===== config.mk =====
export PLATFORM = sky130hd
export DESIGN_NAME = topological_order_engine
export DESIGN_NICKNAME = d
export VERILOG_FILES = /design/src/design/topo_pkg.sv /design/src/design/topo_degree.sv /design/src/design/topological_order_engine.sv
export SDC_FILE = /design/constraint.sdc
export NUM_CORES = 2
export LEC_CHECK = 0
export ABC_AREA = 1
export BUFFER_PORTS_ARGS = -buffer_cell sky130_fd_sc_hd__clkbuf_2
export CAP_MARGIN = 20
export CORE_UTILIZATION = 58
export CTS_BUF_LIST = sky130_fd_sc_hd__clkbuf_8 sky130_fd_sc_hd__clkbuf_16
export CTS_CLUSTER_SIZE = 10
export DETAILED_ROUTE_END_ITERATION = 10
export PLACE_DENSITY_LB_ADDON = 0.1
export RECOVER_POWER = 50
export SLEW_MARGIN = 10
export SYNTH_ARGS = -nofsm -noshare
export SYNTH_HDL_FRONTEND = slang
export SYNTH_SLANG_ARGS = --single-unit

===== constraint.sdc =====
create_clock -name clk -period 20.3 [get_ports clk]
set_input_delay 4.06 -clock clk [delete_from_list [all_inputs] [get_ports clk]]
set_output_delay 4.06 -clock clk [all_outputs]
set_load 0.02 [all_outputs]

===== src/design/topo_pkg.sv =====
// Shared types for the topological order engine.
// Word formats on the command and result ports, sequencer states, degree ops.
// No dependencies.
package topo_pkg;

  localparam int IDX_W = 6;

  typedef struct packed {
    logic [IDX_W-1:0] dep_index;
    logic             has_dep;
    logic             last_of_task;
    logic             last_of_graph;
  } in_word_t;

  typedef struct packed {
    logic [IDX_W-1:0] task_index;
    logic             no_task;
    logic             cycle_found;
    logic             overflow;
    logic             last;
  } out_word_t;

  typedef enum logic [2:0] {
    S_LOAD,
    S_SEED,
    S_POP,
    S_FETCH,
    S_SCAN,
    S_DONE
  } state_t;

  typedef enum logic {
    OP_CHECK,
    OP_DECR
  } deg_op_t;

endpackage


===== src/design/topo_degree.sv =====
// In-degree store of the topological order engine: one synchronous memory,
// read-modify-write, with the last decrement forwarded. Depends on topo_pkg.
module topo_degree #(
  parameter int MAX_TASKS   = 64,
  parameter int MAX_ENTRIES = 256
) (
  input  logic                         clk,
  input  logic                         rst,
  input  logic                         wr_en,
  input  logic [$clog2(MAX_TASKS)-1:0] wr_idx,
  input  logic [$clog2(MAX_ENTRIES+1)-1:0] wr_val,
  input  logic                         req_valid,
  input  topo_pkg::deg_op_t            req_op,
  input  logic [$clog2(MAX_TASKS)-1:0] req_idx,
  output logic                         pending,
  output logic                         push_valid,
  output logic [$clog2(MAX_TASKS)-1:0] push_idx
);

  localparam int TW = $clog2(MAX_TASKS);
  localparam int DW = $clog2(MAX_ENTRIES + 1);

  logic [DW-1:0] mem [MAX_TASKS];
  logic [DW-1:0] rd_q;

  logic              stg_v;
  topo_pkg::deg_op_t stg_op;
  logic [TW-1:0]     stg_idx;

  logic          fwd_v;
  logic [TW-1:0] fwd_idx;
  logic [DW-1:0] fwd_val;

  logic [DW-1:0] cur;
  logic          dec_we;
  logic [DW-1:0] dec_val;

  always_comb begin
    cur = (fwd_v && fwd_idx == stg_idx) ? fwd_val : rd_q;
    dec_we = stg_v && stg_op == topo_pkg::OP_DECR && cur != '0;
    dec_val = cur - DW'(1);
    push_valid = stg_v && ((stg_op == topo_pkg::OP_CHECK && rd_q == '0) ||
                           (dec_we && dec_val == '0));
    push_idx = stg_idx;
    pending = stg_v;
  end

  always_ff @(posedge clk) begin
    if (wr_en) begin
      mem[wr_idx] <= wr_val;
    end else if (dec_we) begin
      mem[stg_idx] <= dec_val;
    end
    rd_q <= mem[req_idx];
  end

  always_ff @(posedge clk) begin
    if (rst) begin
      stg_v <= 1'b0;
      fwd_v <= 1'b0;
    end else begin
      stg_v <= req_valid;
      fwd_v <= dec_we;
    end
  end

  always_ff @(posedge clk) begin
    stg_op <= req_op;
    stg_idx <= req_idx;
    fwd_idx <= stg_idx;
    fwd_val <= dec_val;
  end

endmodule


===== src/design/topological_order_engine.sv =====
// Topological order engine top level: load sequencer, entry store, ready queue.
// Depends on topo_pkg and topo_degree.
//
// Command words are loaded one per cycle while busy is low; each names one
// dependency of the current task or marks a task without dependencies. The
// word with last_of_graph starts the sort and raises busy. The sort first
// walks the in-degree memory once, then for each task taken from the ready
// queue scans every loaded entry, one entry per cycle through a three-stage
// read-modify-write path. Each ordered task is shown on result for one cycle
// with result_valid, one such word per task, the last one flagged with last
// plus cycle and overflow status; an empty order gives a single word with
// no_task set. The receiver must take every word as it appears. busy falls
// in the cycle after the last word.
module topological_order_engine #(
  parameter int MAX_TASKS   = 64,
  parameter int MAX_ENTRIES = 256
) (
  input  logic                clk,
  input  logic                rst,
  input  logic                start,
  input  topo_pkg::in_word_t  item,
  output logic                busy,
  output logic                result_valid,
  output topo_pkg::out_word_t result
);

  localparam int TW  = $clog2(MAX_TASKS);
  localparam int TCW = $clog2(MAX_TASKS + 1);
  localparam int EW  = $clog2(MAX_ENTRIES);
  localparam int ECW = $clog2(MAX_ENTRIES + 1);
  localparam int IW  = topo_pkg::IDX_W;
  localparam int CW  = (TW > IW) ? TW : IW;

  topo_pkg::state_t state, state_next;

  logic [TCW-1:0] task_count;
  logic [ECW-1:0] entry_count;
  logic [ECW-1:0] cur_total;
  logic           overflow_seen;
  logic [TCW-1:0] head;
  logic [TCW-1:0] tail;
  logic [TCW-1:0] seed_i;
  logic [ECW-1:0] scan_e;
  logic           s1_v;
  logic           pend_v;
  logic [TW-1:0]  cur_task;

  logic [IW+TW-1:0] ent_mem [MAX_ENTRIES];
  logic [IW+TW-1:0] ent_q;
  logic [TW-1:0]    q_mem [MAX_TASKS];
  logic [TW-1:0]    q_q;

  logic           accept;
  logic           load_ok;
  logic           ent_room;
  logic           ent_we;
  logic           task_end;
  logic [ECW-1:0] total_new;
  logic [IW-1:0]  ent_target;
  logic [TW-1:0]  ent_owner;
  logic           hit;
  logic           seed_issue;
  logic           scan_issue;
  logic [CW-1:0]  task_wide;

  logic              req_valid;
  topo_pkg::deg_op_t req_op;
  logic [TW-1:0]     req_idx;
  logic              deg_pending;
  logic              push_valid;
  logic [TW-1:0]     push_idx;

  always_comb begin
    accept = start && state == topo_pkg::S_LOAD;
    load_ok = task_count != TCW'(MAX_TASKS);
    ent_room = entry_count != ECW'(MAX_ENTRIES);
    ent_we = accept && load_ok && item.has_dep && ent_room;
    task_end = accept && load_ok && (item.last_of_task || item.last_of_graph);
    total_new = cur_total + ECW'(ent_we);
    ent_target = ent_q[IW+TW-1:TW];
    ent_owner = ent_q[TW-1:0];
    hit = s1_v && (CW'(ent_target) == CW'(cur_task));
    task_wide = CW'(cur_task);
  end

  // next state
  always_comb begin
    state_next = state;
    unique case (state)
      topo_pkg::S_LOAD: begin
        if (accept && item.last_of_graph) state_next = topo_pkg::S_SEED;
      end
      topo_pkg::S_SEED: begin
        if (seed_i == task_count && !deg_pending) state_next = topo_pkg::S_POP;
      end
      topo_pkg::S_POP: begin
        state_next = (head != tail) ? topo_pkg::S_FETCH : topo_pkg::S_DONE;
      end
      topo_pkg::S_FETCH: begin
        state_next = topo_pkg::S_SCAN;
      end
      topo_pkg::S_SCAN: begin
        if (scan_e == entry_count && !s1_v && !deg_pending) state_next = topo_pkg::S_POP;
      end
      topo_pkg::S_DONE: begin
        state_next = topo_pkg::S_LOAD;
      end
      default: state_next = topo_pkg::S_LOAD;
    endcase
  end

  // outputs and issue controls
  always_comb begin
    busy = state != topo_pkg::S_LOAD;
    seed_issue = state == topo_pkg::S_SEED && seed_i != task_count;
    scan_issue = state == topo_pkg::S_SCAN && scan_e != entry_count;
    req_valid = seed_issue || (state == topo_pkg::S_SCAN && hit);
    req_op = (state == topo_pkg::S_SEED) ? topo_pkg::OP_CHECK : topo_pkg::OP_DECR;
    req_idx = (state == topo_pkg::S_SEED) ? seed_i[TW-1:0] : ent_owner;
    result_valid = (state == topo_pkg::S_FETCH && pend_v) || state == topo_pkg::S_DONE;
    result.task_index = task_wide[IW-1:0];
    result.no_task = 1'b0;
    result.cycle_found = 1'b0;
    result.overflow = 1'b0;
    result.last = 1'b0;
    if (state == topo_pkg::S_DONE) begin
      result.task_index = pend_v ? task_wide[IW-1:0] : '0;
      result.no_task = !pend_v;
      result.cycle_found = head < task_count;
      result.overflow = overflow_seen;
      result.last = 1'b1;
    end
  end

  always_ff @(posedge clk) begin
    if (rst) begin
      state <= topo_pkg::S_LOAD;
      task_count <= '0;
      entry_count <= '0;
      cur_total <= '0;
      overflow_seen <= 1'b0;
      head <= '0;
      tail <= '0;
      seed_i <= '0;
      scan_e <= '0;
      s1_v <= 1'b0;
      pend_v <= 1'b0;
    end else begin
      state <= state_next;
      s1_v <= scan_issue;
      if (push_valid) tail <= tail + TCW'(1);
      unique case (state)
        topo_pkg::S_LOAD: begin
          if (accept) begin
            if (!load_ok || (item.has_dep && !ent_room)) overflow_seen <= 1'b1;
            if (ent_we) entry_count <= entry_count + ECW'(1);
            if (task_end) begin
              task_count <= task_count + TCW'(1);
              cur_total <= '0;
            end else if (load_ok) begin
              cur_total <= total_new;
            end
            if (item.last_of_graph) begin
              seed_i <= '0;
              head <= '0;
              tail <= '0;
              pend_v <= 1'b0;
            end
          end
        end
        topo_pkg::S_SEED: begin
          if (seed_issue) seed_i <= seed_i + TCW'(1);
        end
        topo_pkg::S_POP: begin
          if (head != tail) head <= head + TCW'(1);
        end
        topo_pkg::S_FETCH: begin
          pend_v <= 1'b1;
          scan_e <= '0;
        end
        topo_pkg::S_SCAN: begin
          if (scan_issue) scan_e <= scan_e + ECW'(1);
        end
        topo_pkg::S_DONE: begin
          task_count <= '0;
          entry_count <= '0;
          cur_total <= '0;
          overflow_seen <= 1'b0;
          head <= '0;
          tail <= '0;
          pend_v <= 1'b0;
        end
        default: ;
      endcase
    end
  end

  always_ff @(posedge clk) begin
    if (state == topo_pkg::S_FETCH) cur_task <= q_q;
  end

  // entry store: {target, owner}
  always_ff @(posedge clk) begin
    if (ent_we) ent_mem[entry_count[EW-1:0]] <= {item.dep_index, task_count[TW-1:0]};
    ent_q <= ent_mem[scan_e[EW-1:0]];
  end

  // ready queue
  always_ff @(posedge clk) begin
    if (push_valid) q_mem[tail[TW-1:0]] <= push_idx;
    q_q <= q_mem[head[TW-1:0]];
  end

  topo_degree #(
    .MAX_TASKS  (MAX_TASKS),
    .MAX_ENTRIES(MAX_ENTRIES)
  ) u_degree (
    .clk       (clk),
    .rst       (rst),
    .wr_en     (task_end),
    .wr_idx    (task_count[TW-1:0]),
    .wr_val    (total_new),
    .req_valid (req_valid),
    .req_op    (req_op),
    .req_idx   (req_idx),
    .pending   (deg_pending),
    .push_valid(push_valid),
    .push_idx  (push_idx)
  );

  a_no_task_last: assert property (@(posedge clk) disable iff (rst)
    result_valid && result.no_task |-> result.last)
    else $error("empty order word not marked last");

  a_head_le_tail: assert property (@(posedge clk) disable iff (rst)
    head <= tail)
    else $error("ready queue read past its tail");

  a_tail_le_tasks: assert property (@(posedge clk) disable iff (rst)
    tail <= task_count)
    else $error("more tasks queued than loaded");

  a_busy_fall: assert property (@(posedge clk) disable iff (rst)
    $fell(busy) && !$past(rst) |-> $past(result_valid && result.last))
    else $error("busy dropped without a final word");

  a_last_alone: assert property (@(posedge clk) disable iff (rst)
    result_valid && result.last |=> !result_valid)
    else $error("word issued after the final word");

endmodule


---- Yosys cells after proc, flatten, opt, wreduce, memory -nomap -nowiden ----
Memory sizes are Yosys's and may differ from the RTL's. A register that Yosys moved wholly into a read port is not among the register bits.
Cells that the tools add are included.
storage, ports and cells
  flip-flop bits (word level) ............. 91
  latch bits .............................. 0
  memory bits (writable) .................. 4,032
  memory bits (read-only) ................. 0
  logic and storage cells ................. 158
  memories kept ........................... 3
memory list
  memory        words  bits a word  rd ports  clocked after memory_dff  write ports  line                            RTL
  ent_mem       256    12           1         1                         1            topological_order_engine.sv:48  logic [IW+TW-1:0] ent_mem [MAX_ENTRIES];
  u_degree.mem  64     9            1         1                         1            topo_degree.sv:23               logic [DW-1:0] mem [MAX_TASKS];
  q_mem         64     6            1         1                         1            topological_order_engine.sv:50  logic [TW-1:0] q_mem [MAX_TASKS];
cells by class
  add/sub/neg operators ................... 8
  multipliers ............................. 0
  divide/modulo/power cells ............... 0
  $lt $le $gt $ge ......................... 1
  eq/ne operators ......................... 26
  shift-type cells ........................ 0
  multiplexer cells ....................... 50
  bitwise operators ....................... 1
  reductions and logical operators ........ 51
operator list
  operator                                     count
  2-to-1 mux 9 bit                             8
  2-to-1 mux 7 bit                             9
  case mux 9 bit (2 select lines)              3
  case mux 7 bit (2 select lines)              3
  adder 7 x 1 -> 7 bit, second input constant  4
  logical AND 1 bit                            21
  case mux 7 bit (3 select lines)              1
  adder 9 x 1 -> 9 bit, second input constant  2
  zero test 9 bit                              2
  2-to-1 mux 6 bit                             3
  != test 2 bit, second input constant         9
  AND reduction 3 bit                          6
  2-to-1 mux 1 bit                             15
  case mux 3 bit (5 select lines)              1
  != test 7 bit                                2
  equality test 6 bit                          2
  2-to-1 mux 3 bit                             4
  2-to-1 mux 10 bit                            1
  adder 9 x 1 -> 9 bit                         1
  equality test 9 bit                          1
  != test 9 bit                                1
  != test 9 bit, second input constant         1
  nonzero test 3 bit                           3
  nonzero test 9 bit                           1
  other kinds (19)                             33

---- Depth between registers and ports, before layout ----
  depth after elaboration ................. 12
  mapped depth ............................ 22
  depth with buffers taken out ............ 22

---- By module ----
Synthesis repeated with hierarchy kept, for this count alone.
second synthesis, totals
  cells, all modules ...................... 15,450
  area total of the unflattened synthesis .. 172,279.0 sq um
modules (own cells, without submodules)
  module                    instances  cells each  area each (sq um)
  topological_order_engine  1          13,477      147,850.6
  topo_degree               1          1,973       24,428.4

---- Least setup slack after synthesis ----
OpenSTA, ideal clock, no wires.
  path kind ............................... reg-to-reg
  from .................................... reg task_count[1]
  to ...................................... mem u_degree.mem[0][8] in the netlist's numbering, data pin
  setup time .............................. 702 ps
  data arrival time ....................... 8,707 ps
  setup slack ............................. 10,892 ps
  stages on the path, launching flop included .. 15
  clock period less this slack ............ 9,408 ps
  path through ............................ dfxtp_1 inv_1 ha_1 nand4_1 nor3_1 nor3_1 nand3_1 inv_1 ha_1 ha_1 nand3_1 nand3b_1 nand3b_1 xor2_1 o21ai_0
on the way
  longest elaborated chain between the ends .. 7
ends and longest elaborated chain
  item                                                                          line                                                            RTL
  from (decl)                                                                   topological_order_engine.sv:36                                  logic [TCW-1:0] task_count;
  from (signal assigned)                                                        topological_order_engine.sv:158                                 task_count <= task_count + TCW'(1);
  != test 7 bit *                                                               topological_order_engine.sv:75                                  load_ok = task_count != TCW'(MAX_TASKS);
  logical AND 1 bit *                                                           topological_order_engine.sv:77, topological_order_engine.sv:78
  parallel branches: the longest is 4 deep, another holds adder 9 x 1 -> 9 bit  --
  2-to-1 mux 9 bit (no line) *                                                  --
  to (decl)                                                                     topo_degree.sv:23
Mark *: on every way between the ends.

---- Final worst setup path ----
  from .................................... in item[5] in the netlist's numbering
  to ...................................... mem ent_mem[166][8] in the netlist's numbering, data pin
RTL lines
  item         line                            RTL
  from (decl)  topological_order_engine.sv:21  input topo_pkg::in_word_t item,
  to (decl)    topological_order_engine.sv:48
No word-level cell before the write port.

==> impl_metrics.py <==
metrics = {
    "power": {
        "max-vdd-ir-drop_mv": 0.1266,
        "switching_share_pct": 31.30,
        "power_frac_seq_pct": 45.7,
        "combPwrFrac_pct": 21.3,
        "p_switching_uw": 6792,
        "power_leakage_uw": 0.05668,
        "intPower_uw": 14910,
        "power_density_nw_per_um2": 121.7,
        "p_clk_share_pct": 33.0,
    },
    "routing": {
        "drcViolationCount": 0,
        "drt_first_iter_violations": 16980,
        "wl_um": 483300,
        "vias": 106900,
        "drt_first_pass_iters": 7,
        "drt-wirelength-per-cell_um": 30.11,
        "via_per_inst": 6.663,
        "drtAntennaViolNets": 0,
    },
    "finish": {
        "drive_above_1_share_pct": 5.543,
        "fillCellCount": 20750,
        "multi_input_area_um2": 35980,
        "final_common_cell": "edfxtp_1",
        "synthToLayoutAreaGrowth_pct": 9.225,
        "nNetsFinal": 12220,
        "seq_area_um2": 123500,
        "final_cell_mix": "4038 x edfxtp_1, 2493 x nor2_1, 2060 x o21ai_0",
    },
    "setup_path": {
        "cp.required_ps": 19850,
        "arrival_ps": 13180,
        "crit_chain": "clkbuf_1 -> clkbuf_1",
        "endpoint_kind": "flop",
        "critPathKind": "in -> reg",
        "cpMostUsedCell": "clkbuf_1",
        "critPathLaunchType": "input port",
        "slowest_stage": "clkbuf_1",
        "worstPathBufferInverterCount": 2,
        "cp_slowest_stage_delay_ps": 5890,
        "path_delay_family": "buffers and inverters",
        "cp_max_fo": 116,
    },
    "clock_tree": {
        "cts_tree": "done",
        "cts_resized": 0,
        "htree_levels": 5,
        "cts_buffers": 459,
        "hold_buffers": 0,
        "clk_latency_ps": 980,
        "clk_pin_slew_ps": 60,
        "root_buffer": "clkbuf_16",
        "clock-sinks": 4150,
        "post_cts_buffers": 0,
        "clockBufferDepth": 4,
    },
    "grt": {
        "grt_antenna_before_repair": 15,
        "grt_pass1_wl_um": 693900,
        "overflow": 0,
        "track_usage_pct": 33.47,
        "grt_pass1_vias": 102500,
        "grt_max_degree": 219,
    },
    "timing": {
        "min_period_ps": 13630,
        "setup_viol_count_final": 0,
        "maxSlewHeadroom_pct": -477.5,
        "max_clock_freq_ghz": 0.07335,
        "setup_slack_ps": 6666,
        "post-route-period-util_pct": 67.16,
        "hold_violations": 0,
        "tns_ps": 0,
        "finalMaxSlewViolations": 4784,
        "finalClockSkew_ps": 53.81,
        "tightest_slew_ps": 8663,
        "rsz0062_at_grt": "false",
    },
    "synth": {
        "ys_types": 52,
        "synth_edf_count": 4038,
        "postSynthRegisterBits": 4150,
        "yosysSeqAreaShare_pct": 75.63,
        "synthCells": 12440,
        "yosys_warnings": 0,
        "synthArstFlopShare_pct": 0,
        "synth_nets": 12480,
        "synth_flop_cell": "edfxtp_1",
        "avgSynthCellArea_um2": 13.12,
        "netlist_area_um2": 163300,
    },
    "die": {
        "die-width_um": 532.6,
        "dieArea_um2": 283700,
        "fp-row-count": 194,
        "start_util_pct": 58.39,
        "die_height_um": 532.6,
        "io_pins": 24,
        "core-area_um2": 279600,
    },
    "placement": {
        "place_hpwl_um": 280400,
        "place_congestion": 0.9584,
        "port_buffers": 23,
        "dpl_worst_slack_ps": 11800,
    },
    "hold_path": {
        "hp-class": "reg -> reg",
    },
    "status": {
        "violations": "max-capacitance violations, max-slew violations",
        "outcome": "complete, but fails checks",
    },
    "run": {
        "cap_violations": 78,
    },
}
flip-flops by register name, indices dropped and copies added (netlist names), 9 cells and up:
| signal | count |
|---|---|
| scan_e | 9 |
| entry_count | 9 |
| q_mem | 384 |
| cur_total | 9 |
| u_degree.rd_q | 9 |
| ent_q | 12 |
| u_degree.fwd_val | 9 |
| u_degree.mem | 576 |
| ent_mem | 3072 |
per-stage QoR:
step	std cells	cell area (µm²)	total power [µW]	utilization (%)	hold slack [ps]
detailed placement	15450	166500	14470	59.53	389.7
finish	16050	178400	21700	63.78	407.2
global placement	15450	166500	14440	59.53	385.6
global route	16050	178300	22340	63.78	408.6
floorplan	12440	163300	12700	-	385.5
CTS	16050	178800	21520	63.95	404.6
worst paths after layout:
| path | cells past startpoint | slack (ps) | endpoint | startpoint |
|---|---|---|---|---|
| worst max-delay path | 2 | 6670 | ent_mem[166][8] | item[5] |
| worst min register to register | 0 | 410 | cur_task[0] | q_q[0] |
| worst min-delay path | 0 | 410 | cur_task[0] | q_q[0] |
| worst max register to register | 13 | 7330 | u_degree.rd_q[0] | state[2] |
per-layer routing:
layer	track usage [%]	wire, µm	up-vias
met2	50.34	216600	7108
met3	7.088	56220	1145
met1	47.81	188500	52640
li1	-	-	46050
met5	0.3205	171	-
met4	13.90	21740	8
cell type report:
type                            instances  share of cell area, %
Antenna cell                            7               0.009822
Timing Repair Buffer                  176                 0.6651
Inverter                              157                 0.3508
Tap cell                             3724                  2.613
Multi-Input combinational cell       7244                  20.17
Clock inverter                        127                 0.3992
Sequential cell                      4150                  69.26
Clock buffer                          467                  6.533
synthesized netlist by cell type (10+ instances only):
cell	n	area, µm²
nor2_1	2491	9350
o21ai_0	2063	10320
nand4_2	10	125.1
xor2_1	17	148.9
nand3_1	444	2222
a21oi_1	178	890.9
buf_1	18	67.56
clkbuf_1	862	3236
ha_1	21	262.8
inv_2	15	56.30
buf_2	10	50.05
nand4_1	54	337.8
a31oi_1	26	162.7
a211oi_1	10	75.07
dfxtp_1	112	2242
o211ai_1	184	1381
o221ai_1	392	3433
edfxtp_1	4038	121300
o21ai_1	10	50.05
nor3_1	35	175.2
o22ai_1	618	3866
inv_1	137	514.2
nand2_1	605	2271
cell families after synthesis:
family | synth area share (%)
and+or+nand+nor | 9.061
DFF | 75.63
xor gates and xnor gates | 0.1341
buffers and inverters | 2.428
muxes | 0.006130
adders and majority gates | 0.1609
AOI/OAI and AO/OA | 12.58
power groups by stage:
stage / clock network, µW / registers [µW] / logic, µW
2_1_floorplan: 0 / 10100 / 2640
3_3_place_gp: 0 / 10000 / 4410
3_5_place_dp: 0 / 10000 / 4440
4_1_cts: 7200 / 9860 / 4450
5_1_grt: 7520 / 9920 / 4910
6_report: 7170 / 9920 / 4620
Note: power is estimated with default switching activity, not from simulation.
